File: config.mk
export PLATFORM = sky130hd
export DESIGN_NAME = bmc_stack
export DESIGN_NICKNAME = d
export VERILOG_FILES = /design/src/rtl/bmc_pkg.sv /design/src/rtl/bmc_cell.sv /design/src/rtl/bmc_stack.sv
export SDC_FILE = /design/constraint.sdc
export NUM_CORES = 1
export LEC_CHECK = 0
export ABC_AREA = 1
export BUFFER_PORTS_ARGS = -buffer_cell sky130_fd_sc_hd__buf_4
export CORE_AREA = 3 3 133 122
export DETAILED_ROUTE_END_ITERATION = 12
export DIE_AREA = 0 0 136 125
export PLACE_DENSITY = 0.54
export SKIP_CTS_REPAIR_TIMING = 1
export SYNTH_ARGS = -nofsm -noshare
export SYNTH_HDL_FRONTEND = slang
export SYNTH_HIERARCHICAL = 1
export SYNTH_SLANG_ARGS = --single-unit
File: constraint.sdc
create_clock -name clk -period 0.8 [get_ports clk]
set_input_delay 0.12 -clock clk [delete_from_list [all_inputs] [get_ports clk]]
set_output_delay 0.12 -clock clk [all_outputs]
set_load 0.03 [all_outputs]
File: src/rtl/bmc_pkg.sv
package bmc_pkg;

    // Bracket kinds as held on the stack.
    typedef logic [1:0] kind_t;

    // Line status codes reported with each result.
    typedef enum logic [1:0] {
        STATUS_COMPLETE   = 2'd0,
        STATUS_INCOMPLETE = 2'd1,
        STATUS_CORRUPTED  = 2'd2,
        STATUS_OVERFLOW   = 2'd3
    } status_t;

    // Stack operation broadcast to every cell of the chain.
    typedef struct packed {
        logic push;
        logic pop;
    } stack_op_t;

    // Result of decoding one character as an opener or a closer.
    typedef struct packed {
        logic  hit;
        kind_t kind;
    } kind_info_t;

    localparam kind_t KIND_PAREN = 2'd0;
    localparam kind_t KIND_SQUARE = 2'd1;
    localparam kind_t KIND_CURLY = 2'd2;
    localparam kind_t KIND_ANGLE = 2'd3;

    localparam logic [7:0] CHAR_OPEN_PAREN = 8'h28;
    localparam logic [7:0] CHAR_OPEN_SQUARE = 8'h5B;
    localparam logic [7:0] CHAR_OPEN_CURLY = 8'h7B;
    localparam logic [7:0] CHAR_OPEN_ANGLE = 8'h3C;
    localparam logic [7:0] CHAR_CLOSE_PAREN = 8'h29;
    localparam logic [7:0] CHAR_CLOSE_SQUARE = 8'h5D;
    localparam logic [7:0] CHAR_CLOSE_CURLY = 8'h7D;
    localparam logic [7:0] CHAR_CLOSE_ANGLE = 8'h3E;

    localparam int POINTS_W = 15;
    localparam logic [POINTS_W-1:0] POINTS_PAREN = 15'd3;
    localparam logic [POINTS_W-1:0] POINTS_SQUARE = 15'd57;
    localparam logic [POINTS_W-1:0] POINTS_CURLY = 15'd1197;
    localparam logic [POINTS_W-1:0] POINTS_ANGLE = 15'd25137;

    function automatic kind_info_t opener_decode(input logic [7:0] c);
        kind_info_t info;
        info = '0;
        case (c)
            CHAR_OPEN_PAREN:  info = '{hit: 1'b1, kind: KIND_PAREN};
            CHAR_OPEN_SQUARE: info = '{hit: 1'b1, kind: KIND_SQUARE};
            CHAR_OPEN_CURLY:  info = '{hit: 1'b1, kind: KIND_CURLY};
            CHAR_OPEN_ANGLE:  info = '{hit: 1'b1, kind: KIND_ANGLE};
            default:          info = '0;
        endcase
        return info;
    endfunction

    function automatic kind_info_t closer_decode(input logic [7:0] c);
        kind_info_t info;
        info = '0;
        case (c)
            CHAR_CLOSE_PAREN:  info = '{hit: 1'b1, kind: KIND_PAREN};
            CHAR_CLOSE_SQUARE: info = '{hit: 1'b1, kind: KIND_SQUARE};
            CHAR_CLOSE_CURLY:  info = '{hit: 1'b1, kind: KIND_CURLY};
            CHAR_CLOSE_ANGLE:  info = '{hit: 1'b1, kind: KIND_ANGLE};
            default:           info = '0;
        endcase
        return info;
    endfunction

    function automatic logic [POINTS_W-1:0] closer_points(input logic [7:0] c);
        logic [POINTS_W-1:0] pts;
        pts = '0;
        case (c)
            CHAR_CLOSE_PAREN:  pts = POINTS_PAREN;
            CHAR_CLOSE_SQUARE: pts = POINTS_SQUARE;
            CHAR_CLOSE_CURLY:  pts = POINTS_CURLY;
            CHAR_CLOSE_ANGLE:  pts = POINTS_ANGLE;
            default:           pts = '0;
        endcase
        return pts;
    endfunction

endpackage

File: src/rtl/bmc_cell.sv
module bmc_cell (
    input  logic              clk,
    input  bmc_pkg::stack_op_t op,
    input  bmc_pkg::kind_t    from_above,
    input  bmc_pkg::kind_t    from_below,
    output bmc_pkg::kind_t    kind
);

    bmc_pkg::kind_t kind_reg;
    bmc_pkg::kind_t kind_next;

    // A push moves every entry one cell deeper; a pop moves it one cell up.
    always_comb
    begin
        kind_next = kind_reg;
        if (op.push)
        begin
            kind_next = from_above;
        end
        else if (op.pop)
        begin
            kind_next = from_below;
        end
    end

    always_ff @(posedge clk)
    begin
        kind_reg <= kind_next;
    end

    assign kind = kind_reg;

endmodule

File: src/rtl/bmc_stack.sv
module bmc_stack #(
    parameter int STACK_DEPTH = 64
) (
    input  logic              clk,
    input  bmc_pkg::stack_op_t op,
    input  bmc_pkg::kind_t    push_kind,
    output bmc_pkg::kind_t    top_kind
);

    bmc_pkg::kind_t kinds [STACK_DEPTH];

    // Row of cells; cell 0 always holds the top of the stack.
    for (genvar i = 0; i < STACK_DEPTH; i++)
    begin : g_cell
        bmc_pkg::kind_t above;
        bmc_pkg::kind_t below;

        if (i == 0)
        begin : g_first
            assign above = push_kind;
        end
        else
        begin : g_inner_above
            assign above = kinds[i-1];
        end

        if (i == STACK_DEPTH - 1)
        begin : g_last
            assign below = '0;
        end
        else
        begin : g_inner_below
            assign below = kinds[i+1];
        end

        bmc_cell u_cell (
            .clk        (clk),
            .op         (op),
            .from_above (above),
            .from_below (below),
            .kind       (kinds[i])
        );
    end

    assign top_kind = kinds[0];

endmodule
# Yosys cells after proc, flatten, opt, wreduce, memory -nomap -nowiden
# Cells that the tools add are included.
dict set report op_classes {
  n_mux 128
  n_reduce_logical 1
}
# operator count
set ops {}
lappend ops {{$mux W2} 128}
lappend ops {{$reduce_bool A2 Y1} 1}
dict set report totals {
  reg_bits 128
  inputBits 5
  output_inout_bits 2
  wordCells 193
}

# Longest topological paths before layout
# Gate-level depths: netlist of the first run.
dict set report logic_depth {
  ltp_word 2
  depth_mapped 3
  mapped_depth_nobuf 3
}

# By module
# Netlist of the first run, hierarchy kept.
# mod n_inst cells_each area_each_um2 seq_area_each_um2
set modules_own_cells {}
lappend modules_own_cells {bmc_cell 64 10 92.6 60.1}
lappend modules_own_cells {bmc_stack 1 1 3.8 0.0}

# Least setup slack after synthesis of the first run
# Ideal clock, no wire load.
dict set report synth_path {
  kind {register to register}
  start {reg g_cell[0].u_cell.kind_reg[0]}
  end {reg g_cell[1].u_cell.kind_reg[0] (data pin)}
  setup_ps 253
  t_arrival_ps 669
  setup_slack_ps -122
  path_stages_with_launch 3
  period_less_slack_ps 922
  path_cell_list {edfxtp_1 > nand2_1 > nand2_1}
}
dict set report synth_via {
  elab_chain_cells 1
}
# item line
set synth_lines {}
lappend synth_lines {{start, declared} bmc_cell.sv:9} ;# bmc_pkg::kind_t kind_reg;
lappend synth_lines {{start signal, assigned} bmc_cell.sv:28} ;# kind_reg <= kind_next;
lappend synth_lines {{$mux W2} bmc_cell.sv:16} ;# if (op.push)
lappend synth_lines {{named net g_cell[1].u_cell.kind_next[0]} bmc_cell.sv:10} ;# bmc_pkg::kind_t kind_next;
lappend synth_lines {{end signal, assigned} bmc_cell.sv:28}
lappend synth_lines {{end, declared} bmc_cell.sv:9}
# The timed path passes the listed nets, and every way through them passes these cells.
# A chain may end at the register's enable or synchronous reset.

# Final worst setup path of the first run
dict set report layout_path {
  start {reg g_cell[0].u_cell.kind_reg[1]}
  end {out top_kind[1]}
}
# item line
set layout_rtl {}
lappend layout_rtl {{end, declared} bmc_stack.sv:7} ;# output bmc_pkg::kind_t top_kind
# No word-level cell between the ends.

==> impl_metrics.csv, run 1 <==
group,metric,value,unit
status,status,"finished, violations left",
status,violations,"negative setup slack",
yosys,synth_area,5929,um2
die,start_util,40.01,%
layout,diodes,0,
drt,route.met2.wl,4.619,mm
placed_design,dp_hpwl,7.125,mm
setup_path,required,0.68,ns
pwr,power.internal,0.01368,W
flow_run,cap_violations,0,
pwr,finalPower,0.01774,W
yosys,syn-instance-count,641,
clocking,cts_sinks,128,
drt,drt-met1-wl,5.152,mm
setup_path,cp.depth,1,
drt,drc_errors,0,
setup_path,crit_fanout,2,
setup_path,worstSetupStartpointType,"flop",
pwr,p_sw_share,22.86,%
drt,drtAntennaViolNets,0,
timing,clock.fmax,913.7,MHz
timing,setup_tns,-0.5986,ns
timing,clock_skew,0.006626,ns
global_route,grt_pass1_wl,17.95,mm
drt,detailroute.via_count,3956,
die,dieArea,17000,um2
placed_design,place_ws,-0.2289,ns
setup_path,r2r_cells,2,
drt,wl_per_cell,11.48,um
global_route,grt_pass1_vias,3976,
setup_path,crit_path_max_incr_delay,0.41,ns
pwr,pwr-share-clk,39.7,%
clocking,cts_tree,"yes",
die,design.portCount,7,
global_route,grt_max_degree,61,
die,std_cell_rows,42,
timing,drv_slew,0,
timing,period_minus_slack,1.094,ns
yosys,synth_cell_types,5,
drt,highest_layer,"met4",
layout,drive_above_1_share,7.071,%
setup_path,cp_top_family,"flip-flops",
drt,routed_wl,10.23,mm
timing,fin_crit_sh,136.8,%
timing,finalHoldViolations,0,
pwr,power_frac_comb,8.9,%
timing,worst_slack,-0.2944,ns
yosys,ys_seq_area_share,64.82,%
placed_design,place_area,6402,um2
layout,fin_nets,687,
clocking,cts.reportedPaths.clkPinSlew,0.05,ns
global_route,grt_overflow,0,
pwr,seq_power_share,51.3,%
setup_path,critPathArrivalTime,0.97,ns
drt,wl_met3,361,um
layout,final_cell_mix,"nand2_1, edfxtp_1, inv_1, or2_1, clkbuf_16",
setup_path,slowest_stage,"edfxtp_1",
pwr,power.leakage,3.313,nW
layout,finish.instance_area,6983,um2
placed_design,numPortBuffers,6,
layout,syn_to_final_growth,17.77,%
clocking,htree_levels,4,
clocking,cts_buffer_depth,2,
hold_path,min_path_type,"input pin to flop",
pwr,switchingPower,0.004055,W
setup_path,cp_cell_sequence,"buf_6",
die,fp.dieH,125,um
drt,via_per_inst,4.440,
setup_path,cp-end-kind,"primary output",
global_route,antenna_found_initial,0,
timing,setup_viol,4,
clocking,cts_buffers,17,
setup_path,path_class,"flop to primary output",
clocking,clock_latency,0.41,ns
placed_design,gp_congestion,0.7177,
pwr,p_per_area,2540,nW/um2
pwr,irDropWorstVdd,0.001468,V
drt,firstDrtPassIters,4,
clocking,cts_root_buffer,"clkbuf_16",
die,die_w,136,um
layout,layout_commonest_cell,"nand2_1",
layout,fillCellCount,1434,
yosys,synth-seq-cells,128,
layout,largest_register_ffs,128,
yosys,avgSynthCellArea,9.250,um2
drt,drtIter0Drc,258,
global_route,grt.total_usage,13.42,%
yosys,yosys_warnings,6,
hold_path,holdPathStages,3,
setup_path,worst-path-buf-inv,1,
die,core-area,14820,um2
timing,rsz0062_at_grt,"yes",
-- routing by layer --
metal  vias up  global-route usage (%)
li1       2084                       -
met3         8                   4.458
met5         -                       0
met2        38                   19.84
met4         0                   4.624
met1      1826                   18.59
-- layout make-up --
type	instances	area [um2]	share of cell area (%)
clock inverter	10	96.34	1.380
timing repair buffer	21	249.0	3.566
sequential	128	3844	55.04
multi-input combinational	450	1869	26.77
tap	198	247.7	3.548
inverter	64	240.2	3.440
clock buffer	20	436.7	6.253
-- cell families (layout without fill, tap and decap cells) --
family | Yosys count | in the layout | synth area share (%)
buffers and inverters | 64 | 115 | 4.051
DFF | 128 | 128 | 64.82
and+or+nand+nor | 448 | 448 | 31.06
other | 1 | 2 | 0.06324
-- path summary, 6_finish.rpt --
check / start / to / slack [ns]
max: g_cell[0].u_cell/kind[1] / top_kind[1] / -0.29
min: op[1] / g_cell[40].u_cell/kind[0] / 0.10
max reg2reg: g_cell[52].u_cell/kind[1] / g_cell[53].u_cell/kind[1] / -0.01
min reg2reg: g_cell[63].u_cell/kind[1] / g_cell[62].u_cell/kind[1] / 0.51
-- cell usage after synthesis (all sizes together) --
cell	n	share of area (%)
inv	64	4.1
edfxtp	128	65
conb	1	0.063
nand2	384	24
or2	64	6.8
-- power groups by stage --
| stage | Sequential (W) | Combinational [W] | Clock [W] |
|---|---|---|---|
| global placement | 0.00922 | 0.00153 | 0 |
| finish | 0.00911 | 0.00159 | 0.00705 |
| floorplan | 0.00906 | 0.00100 | 0 |
| detailed placement | 0.00925 | 0.00158 | 0 |
| CTS | 0.00912 | 0.00159 | 0.00724 |
| global route | 0.00923 | 0.00188 | 0.00759 |
-- metrics by stage --
stage	std cells	utilization, %	hold slack (ns)
2_1_floorplan	642	-	0.2986
3_3_place_gp	859	43.20	0.3938
3_5_place_dp	859	43.20	0.4033
4_1_cts	889	46.80	-0.02556
5_1_grt	891	47.12	0.1044
6_report	891	47.12	0.1044
-- worst min-delay path: stages --
cell and delay [ns]:
buf_6 0.15, nand2_1 0.07, nand2_1 0.06
(Power assumes the default switching activity.)
==> inputs of run 2 (changes only) <==
- CORE_AREA: 3 3 133 122 -> 3 3 167 153
- DIE_AREA: 0 0 136 125 -> 0 0 170 156
- PLACE_DENSITY: 0.54 -> 0.37
- SKIP_CTS_REPAIR_TIMING: 1 -> not set
- clock period: 0.8 -> 1 ns (I/O delays scaled with it)
==> impl_metrics.csv, run 2 (same netlist as run 1, synthesis figures left out) <==
group,metric,value,unit
setup_path,cp_top_family,"flip-flops",
die,core-area,24050,um2
die,std_cell_rows,54,
setup_path,r2r_end,"g_cell[1].u_cell/kind[1]",
placed_design,gp_congestion,0.6830,
setup_path,r2r-start,"g_cell[0].u_cell/kind[1]",
placed_design,dp_hpwl,7.550,mm
die,dieArea,26520,um2
global_route,antenna_found_initial,0,
placed_design,place_ws,-0.09042,ns
hold_path,min-delay-start,"op[1]",
setup_path,r2r_setup_slack,0,ns
timing,drv_slew,0,
timing,worst_slack,-0.1347,ns
pwr,pwr-share-clk,39.3,%
global_route,grt_pass1_wl,19.13,mm
global_route,grt_overflow,0,
clocking,cts_buffer_depth,2,
setup_path,crit_path_max_incr_delay,0.41,ns
drt,wl_per_cell,11.32,um
setup_path,worstSetupStartpointType,"flop",
clocking,cts_buffers,17,
drt,drc_errors,0,
setup_path,r2r_cells,4,
timing,rsz0062_at_grt,"yes",
placed_design,dp_cells,967,
timing,clock.fmax,881.3,MHz
clocking,clock_latency,0.41,ns
die,design.portCount,7,
clocking,cts.reportedPaths.clkPinSlew,0.06,ns
layout,fin_nets,688,
status,status,"finished, violations left",
layout,final_util,29.61,%
die,fp.dieH,156,um
placed_design,numPortBuffers,6,
layout,drive_above_1_share,6.763,%
global_route,grt_pass1_vias,4181,
pwr,irDropWorstVdd,0.001112,V
drt,via_per_inst,3.989,
pwr,switchingPower,0.003432,W
drt,drtIter0Drc,218,
layout,fillCellCount,2521,
pwr,seq_power_share,51.5,%
drt,firstDrtPassIters,4,
clocking,cts_tree,"yes",
pwr,power_frac_comb,9.2,%
hold_path,min_path_type,"input pin to flop",
pwr,power.leakage,3.312,nW
setup_path,critPathArrivalTime,0.98,ns
flow_run,cap_violations,0,
layout,diodes,0,
timing,setup_viol,2,
pwr,power.internal,0.01074,W
global_route,grt_max_degree,58,
layout,layout_commonest_cell,"nand2_1",
layout,final_cell_mix,"nand2_1, edfxtp_1, inv_1, or2_1, clkbuf_16",
drt,drtAntennaViolNets,0,
die,die_w,170,um
setup_path,cp.depth,1,
drt,routed_wl,11.36,mm
timing,fin_crit_sh,113.5,%
pwr,p_sw_share,24.22,%
layout,instances_no_fill,1003,
setup_path,path_class,"flop to primary output",
timing,finalHoldViolations,0,
global_route,grt.total_usage,9.044,%
setup_path,cp-end-kind,"primary output",
layout,syn_to_final_growth,20.11,%
layout,finish.instance_area,7122,um2
hold_path,hold-path-endpoint,"g_cell[41].u_cell/kind[1]",
clocking,cts_sinks,128,
layout,largest_register_ffs,128,
setup_path,required,0.85,ns
hold_path,holdPathStages,2,
clocking,htree_levels,4,
status,violations,"negative setup slack",
placed_design,place_area,6538,um2
setup_path,crit_fanout,2,
drt,detailroute.via_count,4001,
pwr,p_per_area,1990,nW/um2
die,start_util,24.65,%
timing,period_minus_slack,1.135,ns
setup_path,slowest_stage,"edfxtp_1",
setup_path,cp_cell_sequence,"buf_6",
setup_path,worst-path-buf-inv,1,
timing,clock_skew,0.008611,ns
clocking,cts_root_buffer,"clkbuf_16",
==> run 2: what timing repair did <==
action,in CTS,in global routing
endpoints found under the setup margin,2,2
hold endpoints to repair,2,0
pin swaps,0,1
hold buffers,2,0
gates resized for setup,2,2
setup buffers,2,1
==> run 2: area by class of cell <==
cell class              count  area [um2]  area share, %
repair buffers             22       272.8          3.830
multi-input cells         450        1852          26.00
clock inverters            13       98.84          1.388
inverters                  64       240.2          3.373
flip-flops and latches    128        3844          53.97
well taps                 308       385.4          5.411
clock buffers              18       429.2          6.026
==> run 2: power groups by stage <==
| stage | clock network (W) | registers [W] | logic, W |
|---|---|---|---|
| global placement | 0 | 0.00740 | 0.00125 |
| CTS | 0.00576 | 0.00732 | 0.00131 |
| finish | 0.00556 | 0.00730 | 0.00131 |
| detailed placement | 0 | 0.00742 | 0.00128 |
| global route | 0.00599 | 0.00739 | 0.00152 |
| floorplan | 0 | 0.00725 | 0.000803 |
==> run 2: stage by stage <==
| stage | power, W | hold WS (ns) | TNS (ns) |
|---|---|---|---|
| 3_3_place_gp | 0.008652 | 0.4222 | -5.229 |
| 4_1_cts | 0.01439 | 0.2067 | -0.3213 |
| 6_report | 0.01417 | 0.2171 | -0.2658 |
| 2_1_floorplan | 0.008050 | 0.3314 | 0 |
| 3_5_place_dp | 0.008702 | 0.4223 | -9.086 |
| 5_1_grt | 0.01491 | 0.2072 | -0.3935 |
==> run 2: how the worst max path moves through the flow <==
stage / from / end
CTS: g_cell[0].u_cell/kind[0] / top_kind[0]
global placement: op[1] / g_cell[27].u_cell/kind[0]
detailed placement: op[1] / g_cell[25].u_cell/kind[0]
floorplan: g_cell[0].u_cell/kind[0] / g_cell[1].u_cell/kind[0]
finish: g_cell[0].u_cell/kind[0] / top_kind[0]
global route: g_cell[0].u_cell/kind[0] / top_kind[0]
==> run 2: metal layers <==
metal	part of all wire, %	vias up	track usage [%]
li1	-	2089	-
met1	51	1861	11.74
met2	45	40	14.27
met3	2.6	11	2.812
met4	1.3	0	3.360
met5	0	-	0
==> inputs of run 3 (changes only) <==
- CTS_BUF_LIST: not set -> sky130_fd_sc_hd__clkbuf_16
- SETUP_SLACK_MARGIN: not set -> 0.05
==> impl_metrics.csv, run 3 (same netlist as run 1, synthesis figures left out) <==
group,metric,value,unit
layout,layout_commonest_cell,"nand2_1",
timing,clock.fmax,879.8,MHz
die,design.portCount,7,
hold_path,min_path_type,"input pin to flop",
drt,routed_wl,11.34,mm
setup_path,r2r-start,"g_cell[0].u_cell/kind[0]",
setup_path,cp_top_family,"flip-flops",
hold_path,min-delay-start,"op[1]",
timing,setup_viol,2,
global_route,antenna_found_initial,0,
clocking,clock_latency,0.41,ns
timing,drv_slew,0,
setup_path,cp-end-kind,"primary output",
drt,wl_per_cell,11.32,um
setup_path,critPathArrivalTime,0.99,ns
layout,diodes,0,
global_route,grt.total_usage,9.044,%
placed_design,dp_hpwl,7.550,mm
die,core-area,24050,um2
layout,syn_to_final_growth,19.96,%
timing,worst_slack,-0.1367,ns
timing,hold_ws,0.2128,ns
global_route,grt_pass1_wl,19.13,mm
global_route,grt_overflow,0,
timing,period_minus_slack,1.137,ns
status,status,"finished, violations left",
layout,fin_nets,687,
die,start_util,24.65,%
setup_path,crit_fanout,2,
timing,rsz0062_at_grt,"yes",
global_route,grt_pass1_vias,4181,
clocking,cts_root_buffer,"clkbuf_16",
setup_path,cp-startpoint,"g_cell[0].u_cell/kind[0]",
setup_path,path_class,"flop to primary output",
flow_run,cap_violations,0,
die,die_w,170,um
drt,via_per_inst,3.991,
setup_path,required,0.85,ns
clocking,cts.reportedPaths.clkPinSlew,0.06,ns
status,violations,"negative setup slack",
timing,clock_skew,0.009238,ns
clocking,cts_tree,"yes",
placed_design,gp_congestion,0.6830,
drt,drtIter0Drc,206,
layout,final_cell_mix,"nand2_1, edfxtp_1, inv_1",
layout,largest_register_ffs,128,
setup_path,crit_path_max_incr_delay,0.41,ns
die,fp.dieH,156,um
pwr,power.leakage,3.311,nW
drt,detailroute.via_count,3999,
die,std_cell_rows,54,
drt,firstDrtPassIters,4,
pwr,finalPower,0.01415,W
timing,finalHoldViolations,0,
clocking,cts_sinks,128,
placed_design,numPortBuffers,6,
setup_path,slowest_stage,"edfxtp_1",
setup_path,worstSetupStartpointType,"flop",
clocking,htree_levels,4,
pwr,p_per_area,1990,nW/um2
drt,drtAntennaViolNets,0,
drt,drc_errors,0,
timing,fin_crit_sh,113.7,%
layout,drive_above_1_share,6.772,%
setup_path,cp_cell_sequence,"buf_6",
clocking,cts_buffer_depth,2,
clocking,cts_buffers,17,
setup_path,worst-path-buf-inv,1,
die,dieArea,26520,um2
pwr,irDropWorstVdd,0.001113,V
global_route,grt_max_degree,58,
==> run 3: final cells by class <==
cell class                 count  area [um2]
fill                        2521       16940
sequential                   128        3844
multi-input combinational    450        1854
clock buffer                  17       425.4
tap                          308       385.4
timing repair buffer          21       261.5
inverter                      64       240.2
clock inverter                14       102.6
==> run 3: metal layers <==
metal	global-route usage (%)	vias to the layer above	wire, um
met5	0	-	0
met4	3.360	0	140
met3	2.812	10	277
met2	14.27	39	5147
met1	11.74	1863	5773
li1	-	2087	-
==> run 3: through the flow <==
step | instances | setup TNS (ns) | setup WS, ns | area (um2) | util [%]
global placement | 967 | -5.229 | -0.05627 | 6538 | 27.18
global route | 1002 | -0.3643 | -0.1869 | 7113 | 29.57
finish | 1002 | -0.2714 | -0.1367 | 7113 | 29.57
CTS | 1002 | -0.3213 | -0.1658 | 7108 | 29.55
floorplan | 642 | 0 | 0.07826 | 5933 | -
detailed placement | 967 | -9.086 | -0.09042 | 6538 | 27.18
==> run 3: timing repair <==
item / 4_1_cts / 5_1_grt
endpoints found under the hold margin: 2 / 0
gates resized for setup: 2 / 2
buffers inserted: 2 / 1
pin swaps: 0 / 2
hold buffers: 2 / 0
setup endpoints to repair: 2 / 4
==> run 3: where the power goes <==
group / switching, W / total (W) / internal, W
Sequential: 0.000425 / 0.00730 / 0.00688
Clock: 0.00222 / 0.00555 / 0.00334
Combinational: 0.000792 / 0.00130 / 0.000504
Total: 0.00343 / 0.0142 / 0.0107
==> run 3: final timing paths <==
| path | end | slack (ns) | cells after the start |
|---|---|---|---|
| worst max-delay path | top_kind[0] | -0.14 | 1 |
| worst min-delay path | g_cell[41].u_cell/kind[1] | 0.21 | 2 |
| worst max register to register | g_cell[1].u_cell/kind[0] | 0.09 | 3 |
| worst min register to register | g_cell[62].u_cell/kind[0] | 0.52 | 2 |
